==> config.mk <==
export PLATFORM = sky130hd
export DESIGN_NAME = hamming_nearest_template_top
export DESIGN_NICKNAME = d
export VERILOG_FILES = /design/src/rtl/hnt_pkg.sv /design/src/rtl/hamming_nearest_template_top.sv /design/src/rtl/hnt_front.sv /design/src/rtl/hnt_fifo.sv /design/src/rtl/hnt_back.sv
export SDC_FILE = /design/constraint.sdc
export NUM_CORES = 1
export LEC_CHECK = 0
export BUFFER_PORTS_ARGS = -buffer_cell sky130_fd_sc_hd__clkbuf_2
export CAP_MARGIN = 20
export CORE_MARGIN = 8
export CORE_UTILIZATION = 45
export CTS_CLUSTER_DIAMETER = 150
export DETAILED_ROUTE_END_ITERATION = 7
export GPL_ROUTABILITY_DRIVEN = 0
export PLACE_DENSITY_LB_ADDON = 0.05
export SKIP_LAST_GASP = 1
export SYNTH_ARGS = -nofsm -noshare
export SYNTH_HDL_FRONTEND = slang
export SYNTH_HIERARCHICAL = 1
export SYNTH_SLANG_ARGS = --single-unit
==> constraint.sdc <==
create_clock -name i_clk -period 11.8 [get_ports i_clk]
set_input_delay 2.95 -clock i_clk [delete_from_list [all_inputs] [get_ports i_clk]]
set_output_delay 2.95 -clock i_clk [all_outputs]
set_load 0.005 [all_outputs]
==> src/rtl/hnt_pkg.sv <==
// Shared types, constants and the population count for the Hamming template classifier.
package hnt_pkg;

    localparam int PAT_W   = 49;
    localparam int LABEL_W = 4;
    localparam int DIST_W  = 6;
    localparam int STAT_W  = 2;
    localparam int Q_DEPTH = 2;

    localparam int PATTERN_BITS_DEF = 49;

    localparam logic KIND_QUERY    = 1'b0;
    localparam logic KIND_TEMPLATE = 1'b1;

    localparam logic [STAT_W-1:0] STATUS_RECOGNIZED = 2'd0;
    localparam logic [STAT_W-1:0] STATUS_REFUSED    = 2'd1;
    localparam logic [STAT_W-1:0] STATUS_NO_MATCH   = 2'd2;

    typedef struct packed {
        logic               kind;
        logic [PAT_W-1:0]   pattern;
        logic [LABEL_W-1:0] label;
        logic               last;
    } t_in_item;

    typedef struct packed {
        logic [LABEL_W-1:0] digit;
        logic [DIST_W-1:0]  distance;
        logic [STAT_W-1:0]  status;
    } t_out_item;

    // One classified item on its way from front to back
    typedef struct packed {
        logic               kind;
        logic [DIST_W-1:0]  ham_dist;
        logic [LABEL_W-1:0] label;
        logic               last;
    } t_q_item;

    // Bit-sliced count of ones over 64 bits: six fixed add levels.
    function automatic logic [6:0] popcount64(input logic [63:0] v);
        logic [63:0] s1;
        logic [63:0] s2;
        logic [63:0] s3;
        logic [63:0] s4;
        logic [63:0] s5;
        logic [63:0] s6;
        s1 = v - ((v >> 1) & 64'h5555_5555_5555_5555);
        s2 = (s1 & 64'h3333_3333_3333_3333) + ((s1 >> 2) & 64'h3333_3333_3333_3333);
        s3 = (s2 + (s2 >> 4)) & 64'h0F0F_0F0F_0F0F_0F0F;
        s4 = s3 + (s3 >> 8);
        s5 = s4 + (s4 >> 16);
        s6 = s5 + (s5 >> 32);
        return s6[6:0];
    endfunction

endpackage

==> src/rtl/hamming_nearest_template_top.sv <==
// Hamming-distance nearest-template digit classifier, top level.
// One transfer is accepted every cycle while the queue has room. A query (kind 0)
// loads the reference pattern and clears the search; each template (kind 1) is
// XORed with the query and its ones counted in the accepting cycle, then queued.
// The back end updates the best distance, label and refuse flag one item per
// cycle unless a last template waits behind an unread result, and a template
// marked last loads the result register as it leaves the queue, which raises
// the result. A two-entry queue separates the ends, so input keeps flowing
// while a result waits to be taken; input stalls only once a second last template
// waits at the queue head behind an unread result and the queue behind it fills.
// P_PATTERN_BITS (1 to 49) sets how many low pattern bits take part.
module hamming_nearest_template_top import hnt_pkg::*; #(
    parameter int P_PATTERN_BITS = PATTERN_BITS_DEF
) (
    input  logic      i_clk,
    input  logic      i_rst_n,
    input  logic      i_in_valid,
    output logic      o_in_ready,
    input  t_in_item  i_in_data,
    output logic      o_out_valid,
    input  logic      i_out_ready,
    output t_out_item o_out_data
);

    logic    w_q_full;
    logic    w_q_empty;
    logic    w_q_push;
    logic    w_q_pop;
    t_q_item w_q_wr;
    t_q_item w_q_rd;

    hnt_front #(
        .P_PATTERN_BITS(P_PATTERN_BITS)
    ) u_front (
        .i_clk      (i_clk),
        .i_rst_n    (i_rst_n),
        .i_in_valid (i_in_valid),
        .o_in_ready (o_in_ready),
        .i_in_data  (i_in_data),
        .i_q_full   (w_q_full),
        .o_q_push   (w_q_push),
        .o_q_data   (w_q_wr)
    );

    hnt_fifo u_fifo (
        .i_clk   (i_clk),
        .i_rst_n (i_rst_n),
        .i_push  (w_q_push),
        .i_data  (w_q_wr),
        .o_full  (w_q_full),
        .i_pop   (w_q_pop),
        .o_empty (w_q_empty),
        .o_data  (w_q_rd)
    );

    hnt_back #(
        .P_PATTERN_BITS(P_PATTERN_BITS)
    ) u_back (
        .i_clk       (i_clk),
        .i_rst_n     (i_rst_n),
        .i_q_empty   (w_q_empty),
        .i_q_data    (w_q_rd),
        .o_q_pop     (w_q_pop),
        .o_out_valid (o_out_valid),
        .i_out_ready (i_out_ready),
        .o_out_data  (o_out_data)
    );

endmodule

==> src/rtl/hnt_front.sv <==
// Front end: takes input transfers, holds the query and measures each template's distance.
module hnt_front import hnt_pkg::*; #(
    parameter int P_PATTERN_BITS = PATTERN_BITS_DEF
) (
    input  logic     i_clk,
    input  logic     i_rst_n,
    input  logic     i_in_valid,
    output logic     o_in_ready,
    input  t_in_item i_in_data,
    input  logic     i_q_full,
    output logic     o_q_push,
    output t_q_item  o_q_data
);

    localparam logic [PAT_W-1:0] PAT_MASK = {PAT_W{1'b1}} >> (PAT_W - P_PATTERN_BITS);

    logic [PAT_W-1:0] r_query;
    logic [PAT_W-1:0] n_query;
    logic [PAT_W-1:0] w_pat;
    logic [6:0]       w_ones;

    assign o_in_ready = !i_q_full;
    assign o_q_push   = i_in_valid && !i_q_full;

    assign w_pat  = i_in_data.pattern & PAT_MASK;
    assign w_ones = popcount64(64'(w_pat ^ r_query));

    always_comb begin
        n_query = r_query;
        if (o_q_push && i_in_data.kind == KIND_QUERY) begin
            n_query = w_pat;
        end
    end

    always_comb begin
        o_q_data.kind     = i_in_data.kind;
        o_q_data.ham_dist = w_ones[DIST_W-1:0];
        o_q_data.label    = i_in_data.label;
        o_q_data.last     = i_in_data.last;
    end

    always_ff @(posedge i_clk) begin
        if (!i_rst_n) begin
            r_query <= '0;
        end else begin
            r_query <= n_query;
        end
    end

endmodule

==> src/rtl/hnt_fifo.sv <==
// Short queue of classified items between front and back.
module hnt_fifo import hnt_pkg::*; (
    input  logic    i_clk,
    input  logic    i_rst_n,
    input  logic    i_push,
    input  t_q_item i_data,
    output logic    o_full,
    input  logic    i_pop,
    output logic    o_empty,
    output t_q_item o_data
);

    localparam int PTR_W = (Q_DEPTH > 1) ? $clog2(Q_DEPTH) : 1;
    localparam int CNT_W = $clog2(Q_DEPTH + 1);
    localparam logic [PTR_W-1:0] PTR_LAST = PTR_W'(Q_DEPTH - 1);
    localparam logic [CNT_W-1:0] CNT_FULL = CNT_W'(Q_DEPTH);

    t_q_item          r_mem [Q_DEPTH];
    logic [PTR_W-1:0] r_wr_ptr;
    logic [PTR_W-1:0] r_rd_ptr;
    logic [CNT_W-1:0] r_count;
    logic [PTR_W-1:0] n_wr_ptr;
    logic [PTR_W-1:0] n_rd_ptr;
    logic [CNT_W-1:0] n_count;

    assign o_full  = (r_count == CNT_FULL);
    assign o_empty = (r_count == '0);
    assign o_data  = r_mem[r_rd_ptr];

    always_comb begin
        n_wr_ptr = r_wr_ptr;
        n_rd_ptr = r_rd_ptr;
        n_count  = r_count;
        if (i_push) begin
            n_wr_ptr = (r_wr_ptr == PTR_LAST) ? '0 : r_wr_ptr + 1'b1;
        end
        if (i_pop) begin
            n_rd_ptr = (r_rd_ptr == PTR_LAST) ? '0 : r_rd_ptr + 1'b1;
        end
        if (i_push && !i_pop) begin
            n_count = r_count + 1'b1;
        end else if (!i_push && i_pop) begin
            n_count = r_count - 1'b1;
        end
    end

    always_ff @(posedge i_clk) begin
        if (i_push) begin
            r_mem[r_wr_ptr] <= i_data;
        end
    end

    always_ff @(posedge i_clk) begin
        if (!i_rst_n) begin
            r_wr_ptr <= '0;
            r_rd_ptr <= '0;
            r_count  <= '0;
        end else begin
            r_wr_ptr <= n_wr_ptr;
            r_rd_ptr <= n_rd_ptr;
            r_count  <= n_count;
        end
    end

    a_no_overflow: assert property (@(posedge i_clk) disable iff (!i_rst_n)
        !(i_push && o_full))
        else $error("queue written while full");

    a_no_underflow: assert property (@(posedge i_clk) disable iff (!i_rst_n)
        !(i_pop && o_empty))
        else $error("queue read while empty");

    a_count_range: assert property (@(posedge i_clk) disable iff (!i_rst_n)
        r_count <= CNT_FULL)
        else $error("queue count beyond depth");

endmodule

==> src/rtl/hnt_back.sv <==
// Back end: nearest-template search state and the registered result.
module hnt_back import hnt_pkg::*; #(
    parameter int P_PATTERN_BITS = PATTERN_BITS_DEF
) (
    input  logic      i_clk,
    input  logic      i_rst_n,
    input  logic      i_q_empty,
    input  t_q_item   i_q_data,
    output logic      o_q_pop,
    output logic      o_out_valid,
    input  logic      i_out_ready,
    output t_out_item o_out_data
);

    localparam logic [DIST_W-1:0] DIST_START = DIST_W'(P_PATTERN_BITS);

    logic [DIST_W-1:0]  r_best_dist;
    logic [LABEL_W-1:0] r_best_label;
    logic               r_tie;
    logic               r_have;
    logic               r_out_valid;
    t_out_item          r_out;

    logic [DIST_W-1:0]  n_best_dist;
    logic [LABEL_W-1:0] n_best_label;
    logic               n_tie;
    logic               n_have;
    logic               n_out_valid;
    t_out_item          n_out;
    logic               w_emit;

    // Only a last template needs the output register to be free
    assign w_emit  = !i_q_empty && i_q_data.kind == KIND_TEMPLATE && i_q_data.last;
    assign o_q_pop = !i_q_empty && (!w_emit || !r_out_valid || i_out_ready);

    assign o_out_valid = r_out_valid;
    assign o_out_data  = r_out;

    always_comb begin
        n_best_dist  = r_best_dist;
        n_best_label = r_best_label;
        n_tie        = r_tie;
        n_have       = r_have;
        if (o_q_pop) begin
            if (i_q_data.kind == KIND_QUERY) begin
                n_best_dist  = DIST_START;
                n_best_label = '0;
                n_tie        = 1'b0;
                n_have       = 1'b0;
            end else if (i_q_data.ham_dist < r_best_dist) begin
                n_best_dist  = i_q_data.ham_dist;
                n_best_label = i_q_data.label;
                n_tie        = 1'b0;
                n_have       = 1'b1;
            end else if (i_q_data.ham_dist == r_best_dist && r_have
                         && i_q_data.label != r_best_label) begin
                n_tie = 1'b1;
            end
        end
    end

    always_comb begin
        n_out_valid = r_out_valid;
        n_out       = r_out;
        if (r_out_valid && i_out_ready) begin
            n_out_valid = 1'b0;
        end
        if (o_q_pop && w_emit) begin
            n_out_valid = 1'b1;
            if (!n_have) begin
                n_out.digit    = '0;
                n_out.distance = DIST_START;
                n_out.status   = STATUS_NO_MATCH;
            end else begin
                n_out.digit    = n_best_label;
                n_out.distance = n_best_dist;
                n_out.status   = n_tie ? STATUS_REFUSED : STATUS_RECOGNIZED;
            end
        end
    end

    always_ff @(posedge i_clk) begin
        if (!i_rst_n) begin
            r_best_dist  <= DIST_START;
            r_best_label <= '0;
            r_tie        <= 1'b0;
            r_have       <= 1'b0;
            r_out_valid  <= 1'b0;
        end else begin
            r_best_dist  <= n_best_dist;
            r_best_label <= n_best_label;
            r_tie        <= n_tie;
            r_have       <= n_have;
            r_out_valid  <= n_out_valid;
        end
    end

    always_ff @(posedge i_clk) begin
        r_out <= n_out;
    end

    a_no_match_dist: assert property (@(posedge i_clk) disable iff (!i_rst_n)
        !r_have |-> r_best_dist == DIST_START)
        else $error("best distance moved without a match");

    a_tie_needs_match: assert property (@(posedge i_clk) disable iff (!i_rst_n)
        r_tie |-> r_have)
        else $error("refuse flag set without a match");

    a_no_match_result: assert property (@(posedge i_clk) disable iff (!i_rst_n)
        o_out_valid && o_out_data.status == STATUS_NO_MATCH
        |-> o_out_data.distance == DIST_START && o_out_data.digit == '0)
        else $error("no-match result carries a label or distance");

    a_result_below_start: assert property (@(posedge i_clk) disable iff (!i_rst_n)
        o_out_valid && o_out_data.status != STATUS_NO_MATCH
        |-> o_out_data.distance < DIST_START)
        else $error("match reported at the starting distance");

endmodule
==> results.tsv <==
stage	metric	value	unit
run_status	outcome	finished clean	
drt	Initial DRC Count	334	
yosys	prevailing post-synth register cell	dfxtp_1	
layout	final instance area	10400	sq um
yosys	register area share after synthesis	0.256	
yosys	YS warnings	6	
placement	placed cell areas	10000	sq um
global_route	vias in the first global route	7239	
clocking	post-cts gate resize count	0	
clocking	CTS tree	yes	
timing	Final Cycle Share	0.761	
yosys	synthesized instance count	1057	
worst_hold_path	Worst Hold Depth	2	
clocking	Num CTS Buffers	9	
layout	FF+latch area	2420	sq um
drt	DRC Markers	0	
timing	final hold slack	0.476	ns
worst_setup_path	CP most frequent cell	inv_1	
clocking	CTS clk-pin slew, worst paths	0.09	ns
worst_hold_path	hold crit path type	flip-flop to flip-flop	
worst_setup_path	critical path's largest stage delay	0.61	ns
layout	multi-input logic area	6440	sq um
yosys	unique cell type count in the Yosys netlist	72	
die	row cnt	53	
worst_setup_path	RR Startpoint	u_front/r_query[13]	
timing	TNS Setup	0	ns
timing	Slew Limit Fails	0	
yosys	XOR/XNOR Fraction of Synth Area	0.117	
yosys	mux contribution to synthesized area	0.0153	
worst_setup_path	CP max FO	7	
worst_setup_path	WP buf/inv	6	
clocking	CTS Root Cell	clkbuf_16	
worst_hold_path	endpoint of the worst hold path	u_front/r_query[29]	
yosys	largest family of logic cells by synthesized area	adder cells	
layout	Filler cells	2022	
layout	Util after Layout	0.497	
timing	Max Fclk	111	MHz
worst_setup_path	worst setup path category	input port to flip-flop	
clocking	CTS Sinks	103	
worst_setup_path	R2R depth	25	
drt	vias per inst	5.18	
clocking	H-tree levels	3	
yosys	post-synthesis net count	1269	
worst_setup_path	CP Data Required Time	11.92	ns
drt	router iterations before antenna repair	6	
clocking	postcts setup bufs	0	
yosys	Mean Syn Cell Area	8.95	sq um
yosys	simple logic cell fraction of the synthesized area	0.139	
placement	Port Buffers	72	
timing	Final Critical Period	8.98	ns
layout	area grow syn2layout	9.53	%
yosys	FFs w/ async S/R, synth	0	
layout	layout cells sized above 1	0.119	
yosys	Post-synth EDFFs	36	
timing	actual slew at the worst max-slew pin	1.08	ns
die	# IOs	73	
worst_setup_path	WP data arrival	9.09	ns
yosys	Post-Syn Area	9460	sq um
worst_setup_path	startpoint types	input port	
run	max cap viols	0	
worst_setup_path	delay-heaviest family, CP	adder cells	
worst_hold_path	hold path start	u_front/r_query[29]	
placement	dpl hpwl	16000	um
worst_setup_path	CP endpoint kind	flip-flop	
die	Die Width	161	um
worst_setup_path	Crit-path slowest cell	o31ai_1	
timing	clk_skew	0.0179	ns
die	initial core utilization	0.454	
drt	via count	7204	
layout	NumNets Final	1323	
global_route	initial antenna violation count	0	
worst_setup_path	worst reg2reg endpoint	u_fifo/r_mem[1][10]	
yosys	Synth Register Bits	103	
yosys	Adder-Cell Fraction of Synth Area	0.221	
yosys	compound-cell area share of the yosys netlist	0.187	
clocking	maximum clock path buffer count	2	
timing	RSZ-0062 raised after global routing	no	
layout	ANT cells	0	
global_route	GRT Total Usage	0.162	
timing	Max-slew headroom	0.280	
clocking	hold buffers post-CTS	0	
timing	Final Hold Violating Endpoints	0	
drt	antenna viol nets, final	0	
drt	DRT Wirelength	20500	um
worst_setup_path	worst reg-to-reg setup slack	5.15	ns
global_route	Overflow after GRT	0	
die	Placeable Area	20800	sq um
timing	# setup viols final	0	
global_route	largest net degree at the start of global routing	58	
die	die height	161	um
global_route	first-pass GRT wire length	34900	um
die	die area	25900	sq um
clocking	Worst-Skew Late Latency	0.37	ns
drt	wire per inst	14.7	um
[worst max path at each step]
stage / cells after the start / start / slack (ns) / to
floorplan: 26 / i_in_data[16] / 3.09 / u_fifo/r_mem[0][10]
detailed placement: 26 / i_in_data[20] / 2.37 / u_fifo/r_mem[1][10]
global route: 24 / i_in_data[20] / 2.28 / u_fifo/r_mem[1][10]
global placement: 24 / i_in_data[20] / 2.50 / u_fifo/r_mem[0][10]
CTS: 26 / i_in_data[20] / 2.78 / u_fifo/r_mem[1][10]
finish: 26 / i_in_data[18] / 2.82 / u_fifo/r_mem[1][10]
[layout make-up]
type	instances	area share
clock buffer	9	0.0217
clock inverter	7	0.00761
tap	275	0.0332
timing repair buffer	77	0.0396
inverter	116	0.0420
multi-input combinational	804	0.622
sequential	103	0.234
[cell families (layout without fill, tap and decap cells)]
kind of cell / after synthesis / in the layout
fa+ha+maj: 153 / 153
simple gates: 269 / 269
compound gates: 246 / 246
mux: 13 / 13
buf+inv: 150 / 209
xor+xnor: 123 / 123
flops: 103 / 103
[per-layer routing]
metal | wire (um) | vias up | GRT usage
met5 | 0 | - | 0
met4 | 397 | 0 | 0.0535
met3 | 594 | 27 | 0.0279
met2 | 9570 | 118 | 0.274
met1 | 9900 | 3306 | 0.206
li1 | - | 3753 | -
[synth_stat cells, drive strengths merged (2+ instances only)]
library cell / n / area share
inv: 116 / 0.046
and4: 3 / 0.0028
nor3: 14 / 0.0074
or4: 2 / 0.0016
o211ai: 8 / 0.0064
dfxtp: 67 / 0.14
and3: 7 / 0.0046
a211o: 3 / 0.0028
o221ai: 2 / 0.0019
mux2: 12 / 0.014
a21o: 31 / 0.025
a21oi: 45 / 0.024
nor2b: 12 / 0.0079
fa: 24 / 0.051
a311oi: 5 / 0.0060
ha: 129 / 0.17
a31oi: 8 / 0.0053
o21ai: 21 / 0.012
nand2b: 8 / 0.0053
a221oi: 3 / 0.0028
xnor2: 73 / 0.068
nor3b: 3 / 0.0029
nor2: 33 / 0.013
or3: 7 / 0.0046
a211oi: 9 / 0.0090
nand3: 13 / 0.0069
o31ai: 18 / 0.015
o2111ai: 2 / 0.0025
clkbuf: 19 / 0.0075
and2: 5 / 0.0033
xor2: 50 / 0.049
a21boi: 60 / 0.048
o21a: 4 / 0.0032
o311ai: 7 / 0.0065
nand4: 15 / 0.0099
nand4b: 3 / 0.0028
buf: 15 / 0.010
nand2: 130 / 0.052
or2: 2 / 0.0013
o21bai: 11 / 0.0087
edfxtp: 36 / 0.11
nor4: 8 / 0.0085
[state kept, by name, summed over array words and instances (netlist names), named ones only]
signal,count
u_front/r_query,49
u_fifo/r_mem,24
u_back/o_out_data,12
u_back/r_best_dist,6
u_back/r_best_label,4
u_fifo/r_count,2
u_back/o_out_valid,1
u_back/r_have,1
u_back/r_tie,1
u_fifo/r_rd_ptr,1
u_fifo/r_wr_ptr,1
[layout by cell type (no fill, tap or decap), types with 8 or more instances in the layout]
master,netlist,final
o211ai_1,8,8
a21boi_0,58,58
a31oi_1,8,8
a21o_1,31,31
o21ai_0,15,15
nand2_1,130,130
nand4_1,15,15
a21oi_1,45,45
inv_1,112,112
xor2_1,47,47
clkbuf_16,0,9
nor2_1,33,33
o21bai_1,11,11
ha_1,129,129
nand3_1,13,13
nor3_1,14,14
nor2b_1,12,11
dfxtp_1,67,67
xnor2_1,72,72
fa_1,24,24
clkbuf_2,0,72
o31ai_1,17,17
mux2_2,12,12
edfxtp_1,36,36
[per-stage QoR]
step | setup slack, ns | instances
after floorplan | 3.09 | 1057
after global placement | 2.50 | 1374
after detailed placement | 2.37 | 1374
after CTS | 2.78 | 1390
after global routing | 2.28 | 1391
final | 2.82 | 1391
[worst min-delay path, cell delays in order, from the launching register on]
cell	delay, ns
dfxtp_1	0.32
nand2_1	0.05
a21boi_0	0.06
Power is not shown: default switching activity piles up to over one toggle a cycle in this logic, so the estimate is an artifact.
